--- config.mk ---
export PLATFORM = sky130hd
export DESIGN_NAME = civil_date_to_epoch_seconds
export DESIGN_NICKNAME = d
export VERILOG_FILES = /design/src/design/cdte_pkg.sv /design/src/design/civil_date_to_epoch_seconds.sv
export SDC_FILE = /design/constraint.sdc
export NUM_CORES = 1
export LEC_CHECK = 0
export ABC_CLOCK_PERIOD_IN_PS = 12000
export BUFFER_PORTS_ARGS = -buffer_cell sky130_fd_sc_hd__buf_2
export CAP_MARGIN = 40
export CORE_UTILIZATION = 40
export CTS_CLUSTER_SIZE = 10
export DETAILED_ROUTE_END_ITERATION = 8
export PLACE_DENSITY = 0.6
export SETUP_SLACK_MARGIN = 0.4
export SLEW_MARGIN = 15
export SYNTH_ARGS = -nofsm -noshare
export SYNTH_HDL_FRONTEND = slang
export SYNTH_SLANG_ARGS = --single-unit
--- constraint.sdc ---
create_clock -name clk -period 12 [get_ports clk]
set_clock_uncertainty 0.2 [all_clocks]
set_input_delay 0 -clock clk [delete_from_list [all_inputs] [get_ports clk]]
set_output_delay 0 -clock clk [all_outputs]
set_load 0.02 [all_outputs]
--- src/design/cdte_pkg.sv ---
// Package for the civil date to epoch seconds converter.
// Holds calendar constants, field widths and the cumulative month table.
// No dependencies.
`default_nettype none

package cdte_pkg;

  localparam int YEAR_W     = 12;
  localparam int MONTH_W    = 4;
  localparam int DAY_W      = 5;
  localparam int HOUR_W     = 5;
  localparam int MINUTE_W   = 6;
  localparam int SECOND_W   = 6;
  localparam int EPOCH_W    = 32;
  localparam int IN_DATA_W  = 40;
  localparam int DAYS_W     = 20;
  localparam int TSEC_W     = 17;

  localparam logic [YEAR_W-1:0] EPOCH_YEAR         = 12'd1970;
  // Leap years in 1..1969 under the Gregorian rule.
  localparam logic [10:0]       LEAPS_BEFORE_EPOCH = 11'd477;
  localparam logic [8:0]        DAYS_PER_YEAR      = 9'd365;
  localparam logic [16:0]       SECS_PER_DAY       = 17'd86400;
  localparam logic [11:0]       SECS_PER_HOUR      = 12'd3600;
  localparam logic [5:0]        SECS_PER_MIN       = 6'd60;
  // x / 25 == (x * 41) >> 10 for every x below 1024.
  localparam logic [5:0]        RECIP_25           = 6'd41;
  localparam int                RECIP_SHIFT        = 10;
  localparam logic [4:0]        DIV_25             = 5'd25;

  // Days of a common year that come before the first of the given month.
  function automatic logic [8:0] days_before_month(input logic [MONTH_W-1:0] m);
    logic [8:0] d;
    unique case (m)
      4'd1:    d = 9'd0;
      4'd2:    d = 9'd31;
      4'd3:    d = 9'd59;
      4'd4:    d = 9'd90;
      4'd5:    d = 9'd120;
      4'd6:    d = 9'd151;
      4'd7:    d = 9'd181;
      4'd8:    d = 9'd212;
      4'd9:    d = 9'd243;
      4'd10:   d = 9'd273;
      4'd11:   d = 9'd304;
      4'd12:   d = 9'd334;
      default: d = 9'd0;
    endcase
    return d;
  endfunction

endpackage

`default_nettype wire

--- src/design/civil_date_to_epoch_seconds.sv ---
// Throughput: one request per cycle unless m_tready stalls the output; each of
// the five stages holds one request and moves on whenever the stage after it is
// empty or moving.
// Reset: rst (synchronous, active high) clears all stage valid bits; data
// registers are not reset.
// Depends on cdte_pkg.
`default_nettype none

module civil_date_to_epoch_seconds
  import cdte_pkg::*;
(
  input  wire logic                 clk,
  input  wire logic                 rst,
  input  wire logic                 s_tvalid,
  output logic                      s_tready,
  // s_tdata: year[11:0], month[15:12], day[20:16], hour[25:21], minute[31:26],
  // second[37:32], zero pad [39:38]
  input  wire logic [IN_DATA_W-1:0] s_tdata,
  // s_tuser: date_valid[0], time_valid[1]
  input  wire logic [1:0]           s_tuser,
  output logic                      m_tvalid,
  input  wire logic                 m_tready,
  // m_tdata: epoch_seconds[31:0]
  output logic [EPOCH_W-1:0]        m_tdata
);

  logic [YEAR_W-1:0]   year;
  logic [MONTH_W-1:0]  month;
  logic [DAY_W-1:0]    day;
  logic [HOUR_W-1:0]   hour;
  logic [MINUTE_W-1:0] minute;
  logic [SECOND_W-1:0] second;
  logic [YEAR_W-1:0]   year_m1;

  assign year   = s_tdata[11:0];
  assign month  = s_tdata[15:12];
  assign day    = s_tdata[20:16];
  assign hour   = s_tdata[25:21];
  assign minute = s_tdata[31:26];
  assign second = s_tdata[37:32];
  assign year_m1 = year - 12'd1;

  logic en1, en2, en3, en4, en5;
  logic v1, v2, v3, v4, v5;

  assign en5 = !v5 || m_tready;
  assign en4 = !v4 || en5;
  assign en3 = !v3 || en4;
  assign en2 = !v2 || en3;
  assign en1 = !v1 || en2;
  assign s_tready = en1;

  // Stage 1: range checks, reciprocal products for the divisions by 25,
  // month table lookup and the time of day in seconds.
  logic                ok1;
  logic [YEAR_W-1:0]   ydiff1;
  logic [9:0]          y4_1;
  logic [15:0]         p100_1;
  logic [13:0]         p400_1;
  logic [9:0]          yr4_1;
  logic [15:0]         pl100_1;
  logic [13:0]         pl400_1;
  logic                mod4z1, mod16z1;
  logic [8:0]          cum1;
  logic                mgt2_1;
  logic [DAY_W-1:0]    dm1_1;
  logic [TSEC_W-1:0]   tsec1;

  always_ff @(posedge clk) begin
    if (rst) begin
      v1 <= 1'b0;
    end else if (en1) begin
      v1 <= s_tvalid;
    end
    if (en1) begin
      ok1     <= s_tuser[0] && s_tuser[1] && (year >= EPOCH_YEAR) &&
                 (month >= 4'd1) && (month <= 4'd12) && (day != '0);
      ydiff1  <= year - EPOCH_YEAR;
      y4_1    <= year_m1[11:2];
      p100_1  <= 16'(year_m1[11:2]) * 16'(RECIP_25);
      p400_1  <= 14'(year_m1[11:4]) * 14'(RECIP_25);
      yr4_1   <= year[11:2];
      pl100_1 <= 16'(year[11:2]) * 16'(RECIP_25);
      pl400_1 <= 14'(year[11:4]) * 14'(RECIP_25);
      mod4z1  <= (year[1:0] == 2'd0);
      mod16z1 <= (year[3:0] == 4'd0);
      cum1    <= days_before_month(month);
      mgt2_1  <= (month > 4'd2);
      dm1_1   <= day - 5'd1;
      tsec1   <= 17'(hour) * 17'(SECS_PER_HOUR) + 17'(minute) * 17'(SECS_PER_MIN) +
                 17'(second);
    end
  end

  // Stage 2: days of the whole years, leap-year count since the epoch and the leap flag of this year.
  logic [5:0]  q100, ql100;
  logic [3:0]  q400, ql400;
  logic [9:0]  rem100;
  logic [7:0]  rem400;
  logic [10:0] leaps_sum;

  assign q100   = p100_1[15:RECIP_SHIFT];
  assign q400   = p400_1[13:RECIP_SHIFT];
  assign ql100  = pl100_1[15:RECIP_SHIFT];
  assign ql400  = pl400_1[13:RECIP_SHIFT];
  assign rem100 = yr4_1 - 10'(ql100 * 10'(DIV_25));
  assign rem400 = yr4_1[9:2] - 8'(ql400 * 8'(DIV_25));
  assign leaps_sum = 11'(y4_1) - 11'(q100) + 11'(q400) - LEAPS_BEFORE_EPOCH;

  logic                ok2;
  logic [DAYS_W-1:0]   ydays2;
  logic [9:0]          leaps2;
  logic                leap2;
  logic [8:0]          cum2;
  logic                mgt2_2;
  logic [DAY_W-1:0]    dm1_2;
  logic [TSEC_W-1:0]   tsec2;

  always_ff @(posedge clk) begin
    if (rst) begin
      v2 <= 1'b0;
    end else if (en2) begin
      v2 <= v1;
    end
    if (en2) begin
      ok2    <= ok1;
      ydays2 <= 20'(ydiff1) * 20'(DAYS_PER_YEAR);
      leaps2 <= leaps_sum[9:0];
      // Divisible by 4, and either not by 100 or also by 400.
      leap2  <= mod4z1 && ((rem100 != '0) || (mod16z1 && (rem400 == '0)));
      cum2   <= cum1;
      mgt2_2 <= mgt2_1;
      dm1_2  <= dm1_1;
      tsec2  <= tsec1;
    end
  end

  // Stage 3: day count since the epoch.
  logic                ok3;
  logic [DAYS_W-1:0]   days3;
  logic [TSEC_W-1:0]   tsec3;

  always_ff @(posedge clk) begin
    if (rst) begin
      v3 <= 1'b0;
    end else if (en3) begin
      v3 <= v2;
    end
    if (en3) begin
      ok3   <= ok2;
      days3 <= ydays2 + 20'(leaps2) + 20'(cum2) + 20'(leap2 && mgt2_2) + 20'(dm1_2);
      tsec3 <= tsec2;
    end
  end

  // Stage 4: days to seconds, wrapping modulo 2^32.
  logic [36:0]         prod_full;
  logic                ok4;
  logic [EPOCH_W-1:0]  prod4;
  logic [TSEC_W-1:0]   tsec4;

  assign prod_full = 37'(days3) * 37'(SECS_PER_DAY);

  always_ff @(posedge clk) begin
    if (rst) begin
      v4 <= 1'b0;
    end else if (en4) begin
      v4 <= v3;
    end
    if (en4) begin
      ok4   <= ok3;
      prod4 <= prod_full[EPOCH_W-1:0];
      tsec4 <= tsec3;
    end
  end

  // Stage 5: output register; a rejected request gives zero.
  logic [EPOCH_W-1:0] out5;

  always_ff @(posedge clk) begin
    if (rst) begin
      v5 <= 1'b0;
    end else if (en5) begin
      v5 <= v4;
    end
    if (en5) begin
      out5 <= ok4 ? (prod4 + 32'(tsec4)) : '0;
    end
  end

  assign m_tvalid = v5;
  assign m_tdata  = out5;

  a_empty_ready: assert property (@(posedge clk) disable iff (rst)
    (!v1 || !v2 || !v3 || !v4 || !v5) |-> s_tready)
    else $error("input stalled while the pipeline has an empty stage");

  a_stall_holds: assert property (@(posedge clk) disable iff (rst)
    (v4 && !en4) |=> ($stable(prod4) && v4))
    else $error("stage 4 product changed while stalled");

  a_drain_moves: assert property (@(posedge clk) disable iff (rst)
    (m_tready && v4) |=> v5)
    else $error("request lost between stage 4 and the output");

endmodule

`default_nettype wire

== After elaboration in Yosys (flattened, before gate mapping) ==
Memory sizes are Yosys's and may differ from the RTL's. A register that Yosys moved wholly into a read port is not among the register bits.
Index checks and enable logic that the tools add are counted.
Storage, ports and cells
  flip-flop bits (word level): 300
  bits in read-only memories: 144
  memories kept: 1
Cells by class
  $add $sub $neg: 15
  multipliers: 10
  $lt $le $gt $ge: 4
  reductions and logical operators: 24
Memory list
  (name not given): depth 16, bits a word 9, rd ports 1, clocked after memory_dff 1, write ports 0, RTL line cdte_pkg.sv:34  | unique case (m)
Operator list (count)
  32-bit by 17-bit adder with 32-bit output: 1
  10-bit by 6-bit multiplier with 16-bit output (second input constant): 2
  8-bit by 6-bit multiplier with 14-bit output (second input constant): 2
  20-bit by 10-bit multiplier with 25-bit output (second input constant): 1
  20-bit by 1-bit adder with 20-bit output: 1
  20-bit by 10-bit adder with 20-bit output: 1
  20-bit by 5-bit adder with 20-bit output: 1
  20-bit by 9-bit adder with 20-bit output: 1
  12-bit by 9-bit multiplier with 20-bit output (second input constant): 1
  17-bit by 12-bit adder with 17-bit output: 1
  17-bit by 6-bit adder with 17-bit output: 1
  5-bit by 8-bit multiplier with 13-bit output (second input constant): 1
  12-bit by 11-bit >= comparator with 1-bit output (second input constant): 1
  12-bit by 1-bit subtractor with 12-bit output (second input constant): 1
  12-bit by 11-bit subtractor with 12-bit output (second input constant): 1
  10-bit by 4-bit adder with 10-bit output: 1
  6-bit by 4-bit multiplier with 10-bit output (second input constant): 1
  6-bit by 5-bit multiplier with 10-bit output (second input constant): 1
  10-bit nonzero test: 1
  10-bit subtractor: 1
  10-bit by 6-bit subtractor with 10-bit output: 1
  10-bit by 9-bit subtractor with 10-bit output (second input constant): 1
  1-bit logical AND: 8
  8-bit logical NOT: 1
  other kinds (11): 20

== Depth between registers and ports, before layout ==
Gate-level depths: netlist (run 1).
  depth in word-level cells: 6
  mapped depth: 18
  mapped depth without buffers: 18

== Worst setup path before layout (run 1) ==
OpenSTA, ideal clock, no wires.
  kind: register -> register
  from: register days3[3]
  to: register prod4[30], data pin
  data arrival time: 4388 ps
  data required time: 11539 ps
  path slack: 7151 ps
  cell stages (with the launch flop): 16
  path buffers: 0
  period minus slack after synthesis: 4849 ps
  cells stage by stage: edfxtp_1 > ha_1 > fa_1 > inv_1 > fa_1 > inv_1 > ha_1 > fa_1 > ha_1 > a211oi_1 > inv_1 > o211a_1 > a21o_1 > o31ai_1 > nor3_1 > a311o_1
On the way
  longest elaborated chain between the ends: 1
RTL lines
  start: declaration: RTL line civil_date_to_epoch_seconds.sv:140  | logic [DAYS_W-1:0] days3;
  start signal: assignment: RTL line civil_date_to_epoch_seconds.sv:151  | days3 <= ydays2 + 20'(leaps2) + 20'(cum2) + 20'(leap2 && mgt2_2) + 20'(dm1_2);
  20-bit by 10-bit multiplier with 25-bit output: RTL line civil_date_to_epoch_seconds.sv:162  | assign prod_full = 37'(days3) * 37'(SECS_PER_DAY);
  net prod_full[30]: RTL line civil_date_to_epoch_seconds.sv:157  | logic [36:0] prod_full;
  end signal: assignment: RTL line civil_date_to_epoch_seconds.sv:172  | prod4 <= prod_full[EPOCH_W-1:0];
  end: declaration: RTL line civil_date_to_epoch_seconds.sv:159  | logic [EPOCH_W-1:0] prod4;
The timed path passes the listed nets, and every way through them passes these cells.
A chain may end at the register's enable or synchronous reset.

== Worst setup path in the final report (run 1) ==
  from: register days3[1]
  to: register prod4[31], data pin
The elaborated chain is that of the path after synthesis.

==> flow_summary.yaml, run 1 <==
worst_setup_path:
  critPathSlowestCell: "a221oi_1"
  crit_arrival_ps: 5420
  critical_path_class: "reg -> reg"
  crit_top_cell: "inv_1"
  cp_cell_sequence: "ha_1 > inv_1 > fa_1 > inv_1 > fa_1 > ha_1 > inv_1 > fa_1 > inv_1 > ha_1 > a21o_1 > nor2_1 > a221oi_1 > nor3_1 > o31ai_1 > mux2i_1 > nand3_1"
  critPathLaunch: "days3[1]"
  worstSetupStartpointType: "flop"
  r2r-end: "prod4[31]"
  r2r-start: "days3[1]"
  r2r_slack_ps: 6690
  cp-end-kind: "flop"
  r2r_cells: 17
  critical_path.max_fanout: 5
  crit_required_ps: 12110
  critical_path.max_stage_delay_ps: 640
  endpoint: "prod4[31]"
synth:
  syn_nets: 2327
  ys_seq_area_share_pct: 38.5
  ys.flop_type: "edfxtp_1"
  synth_cell_types: 67
  synth_cells: 1808
  syn_avg_cell_area_um2: 11.5
  synth_area_leaders: "edfxtp_1 38%, ha_1 20%, fa_1 13%, inv_1 6.2%, xnor2_1 4.6%"
  async_flop_share_pct: 0
  synth_top_cell_by_area: "edfxtp_1"
  synth-edff-count: 264
  yosysWarningCount: 0
  synth.top_cell.area_share_pct: 38.0
  synth_seq_cells: 269
  netlist_area_mm2: 0.0209
cells_and_area:
  diodes: 0
  stdcell_area_mm2: 0.0236
  nNetsFinal: 2483
  layout_common_cells: "343 x inv_1, 340 x ha_1, 264 x edfxtp_1"
  areaGrowthSynthToFinish_pct: 12.9
  layout_commonest_cell: "inv_1"
  layoutNonFillerInstCount: 2662
  drive_gt1_share_pct: 7.16
die:
  rows: 83
  die-area_mm2: 0.0531
  die_x_um: 230
  start_util_pct: 40.6
  core_mm2: 0.0514
  ios: 80
  dieHeight_um: 230
routing:
  drc: 0
  wl_per_cell_um: 13.4
  viasPerCell: 4.76
  routed_wl_mm: 35.6
  drt_iter0_markers: 434
  first_pass_iters: 4
  ant_nets: 0
  vias: 12700
place:
  dpl_worst_slack_ps: 6630
  hpwl_mm: 28.7
  place_congestion: 0.808
  io_buffers: 77
  place_area_mm2: 0.0221
  dp.cells: 2560
flow_run:
  maxCapViolCount: 0
global_route:
  grt_start_max_net_pins: 72
  grt_pass1_wl_mm: 61.4
  grt_pass1_vias: 13000
  grt_use_total_pct: 13.9
  grt-ovfl-total: 0
  antenna_found_initial: 0
hold_path:
  hp-class: "in -> reg"
clocking:
  cts_resized: 0
  ctsHoldBuffers: 49
  clock_path_buffers: 3
  root_buffer: "clkbuf_16"
  htreeDepth: 1
  cts_tree: "done"
  cts_inserted_buffers: 31
  cts.reportedPaths.clkPinSlew_ps: 50
  cts.sinks: 269
  post_cts_buffers: 0
  clkLatencyLatePin_ps: 570
timing:
  fin_crit_sh_pct: 44.2
  worst_slack_ps: 6690
  drv_slew: 0
  final-hold-violation-count: 0
  rsz0062_at_grt: "no"
  period_minus_slack_ps: 5310
  slew-limit-headroom_pct: 51.1
  fmax_mhz: 188
  finalSetupViolCount: 0
  setup_tns_ps: 0
  worstMarginPinSlew_ps: 715
outcome:
  status: "complete, no violations"
## how the worst min path moves through the flow
stage	startpoint	endpoint	slack [ps]	cells past startpoint
floorplan	rst	v1	-130	1
finish	s_tdata[22]	tsec1[10]	50	5
CTS	s_tdata[22]	tsec1[10]	10	5
detailed placement	s_tdata[33]	tsec1[1]	-20	1
global route	s_tdata[22]	tsec1[10]	70	5
global placement	s_tdata[32]	tsec1[0]	-20	1
## sequential cells by signal, indices dropped and copies added (netlist names), 12 cells and up
name and flops:
tsec3 17, tsec4 17, tsec2 17, m_tdata 32, ydiff1 12, days3 20
prod4 25, ydays2 20, tsec1 17
## through the flow
stage	hold WS, ps	utilization [%]
floorplan	-131	-
global placement	-21.3	43.0
detailed placement	-16.4	43.0
CTS	13.9	45.7
global route	70.7	45.8
finish	46.6	45.8
## cell usage after synthesis, drive strengths merged (17+ instances only)
cell / instances
nand2b: 17
nor2: 73
nand3: 20
a21o: 37
xnor2: 109
inv: 343
ha: 340
xor2: 41
edfxtp: 264
fa: 133
nor2b: 20
o21ai: 61
nor3: 22
nand2: 61
a21oi: 81
## worst max-delay path, delay by kind of cell (launching register included)
kind / cells / cell delay (ps)
adders and majority gates: 6 / 2340
and+or+nand+nor: 3 / 290
muxes: 1 / 240
AOI/OAI and AO/OA: 3 / 1290
buffers and inverters: 4 / 220
DFF: 1 / 480
## cell families (layout without fill, tap and decap cells)
family / after synthesis / after routing / synth area share, %
adder cells (fa/ha/maj): 473 / 473 / 33.1
buffers and inverters: 354 / 528 / 6.40
AO/OA/AOI/OAI: 276 / 276 / 8.49
AND/OR/NAND/NOR: 275 / 275 / 6.61
flip-flops: 269 / 269 / 38.5
XOR/XNOR: 150 / 150 / 6.29
multiplexers: 11 / 11 / 0.599
## layout make-up
class                      instances  area (µm²)
multi-input combinational       1185       11500
fill                            4646       27800
timing repair buffer             134         985
clock inverter                     3        53.8
inverter                         343        1290
tap                              680         851
sequential                       269        8030
clock buffer                      48         840
## layer usage
| layer | part of all wire (%) | vias to the layer above | track usage [%] |
|---|---|---|---|
| met4 | 1.7 | 0 | 3.21 |
| met1 | 47 | 5966 | 18.4 |
| li1 | - | 6522 | - |
| met5 | 0 | - | 0 |
| met3 | 2.7 | 42 | 1.61 |
| met2 | 48 | 148 | 24.2 |
Power of run 1 is not shown: default switching activity piles up to over one toggle a cycle in this logic, so the estimate is an artifact.
==> run 2, diff against run 1 <==
Settings changed: ABC_CLOCK_PERIOD_IN_PS 12000 to 4850, PLACE_DENSITY 0.6 to 0.62.
Clock period 12 ns to 4.85 ns, I/O delays scaled along.
==> flow_summary.yaml, run 2 (synthesis gave the netlist of run 1 again) <==
global_route:
  grt_start_max_net_pins: 67
  grt_pass1_vias: 13200
  grt_pass1_wl_mm: 62.3
  grt-ovfl-total: 0
  grt_use_total_pct: 14.2
  antenna_found_initial: 0
cells_and_area:
  layout_commonest_cell: "inv_1"
  layout_common_cells: "333 x inv_1, 319 x ha_1, 264 x edfxtp_1"
  largest_register_ff_count: 32
  areaGrowthSynthToFinish_pct: 17.6
  nNetsFinal: 2539
  diodes: 0
  drive_gt1_share_pct: 13.5
timing:
  finalSetupViolCount: 0
  period_minus_slack_ps: 4550
  fin_crit_sh_pct: 93.9
  fmax_mhz: 220
  final-hold-violation-count: 0
  slew-limit-headroom_pct: 48.3
  rsz0062_at_grt: "yes"
  drv_slew: 0
  worstMarginPinSlew_ps: 773
  setup_tns_ps: 0
die:
  dieHeight_um: 230
  rows: 83
  ios: 80
  die_x_um: 230
  start_util_pct: 40.6
  core_mm2: 0.0514
  die-area_mm2: 0.0531
place:
  place_congestion: 0.813
  io_buffers: 77
  hpwl_mm: 29.1
worst_setup_path:
  crit_arrival_ps: 4620
  crit_required_ps: 4920
  worstSetupStartpointType: "flop"
  cp-end-kind: "flop"
  critical_path_class: "reg -> reg"
  critical_path.max_fanout: 5
clocking:
  clock_path_buffers: 3
  root_buffer: "clkbuf_16"
  cts.sinks: 269
  cts.reportedPaths.clkPinSlew_ps: 50
  cts_tree: "done"
  cts_inserted_buffers: 34
  clkLatencyLatePin_ps: 540
  htreeDepth: 2
routing:
  ant_nets: 0
  vias: 13000
  routed_wl_mm: 36.7
  wl_met1_mm: 17.2
  wl_met2_mm: 17.8
  first_pass_iters: 5
  wl_per_cell_um: 13.5
  met3_length_um: 989
  viasPerCell: 4.77
  top_layer_used: "met4"
  drc: 0
  drt_iter0_markers: 548
outcome:
  status: "complete, no violations"
flow_run:
  maxCapViolCount: 0
hold_path:
  hp-class: "in -> reg"
==> run 2: critical path, stage by stage, from the launching register on <==
cell,delay [ps]
edfxtp_1,430
ha_1,330
fa_1,480
inv_1,50
fa_1,470
inv_1,40
ha_1,280
fa_1,530
ha_4,230
a211oi_2,210
inv_1,60
o211a_1,230
a21o_1,200
o31ai_4,200
nor3_1,70
a311o_1,270
==> run 2: routing by layer <==
metal	up-vias	global-route usage, %
met2	154	24.6
met3	49	2.16
met4	0	3.50
met5	-	0
li1	6618	-
met1	6135	18.5
==> run 2: cell type report <==
cell class | count | area (µm²)
Fill cell | 4568 | 26900
Multi-Input combinational cell | 1185 | 12000
Sequential cell | 269 | 8030
Timing Repair Buffer | 187 | 1390
Inverter | 343 | 1290
Clock buffer | 43 | 885
Tap cell | 680 | 851
Clock inverter | 10 | 93.8
==> run 2: worst paths after layout <==
| kind | cells after the start | start | end | slack (ps) |
|---|---|---|---|---|
| min reg2reg | 0 | tsec1[6] | tsec2[6] | 200 |
| max reg2reg | 15 | days3[5] | prod4[30] | 300 |
| min | 4 | s_tdata[25] | tsec1[9] | 20 |
| max | 15 | days3[5] | prod4[30] | 300 |
==> run 2: repair_timing <==
| item | in CTS | in global routing |
|---|---|---|
| hold buffers | 50 | 0 |
| resized for setup | 27 | 49 |
| endpoints found under the hold margin | 71 | 0 |
| pin swaps | 24 | 35 |
| endpoints found under the setup margin | 12 | 26 |
| buffers inserted | 20 | 18 |
==> run 2: through the flow <==
step	util, %	cells	area, µm²	setup slack, ps	hold slack [ps]
2_1_floorplan	-	1808	21000	333	-131
3_3_place_gp	43.4	2572	22300	186	-22.0
3_5_place_dp	43.6	2576	22400	104	-20.4
4_1_cts	47.0	2699	24200	294	0.441
5_1_grt	47.7	2717	24500	119	57.8
6_report	47.7	2717	24500	295	20.5
Power of run 2 is left out for the same reason.
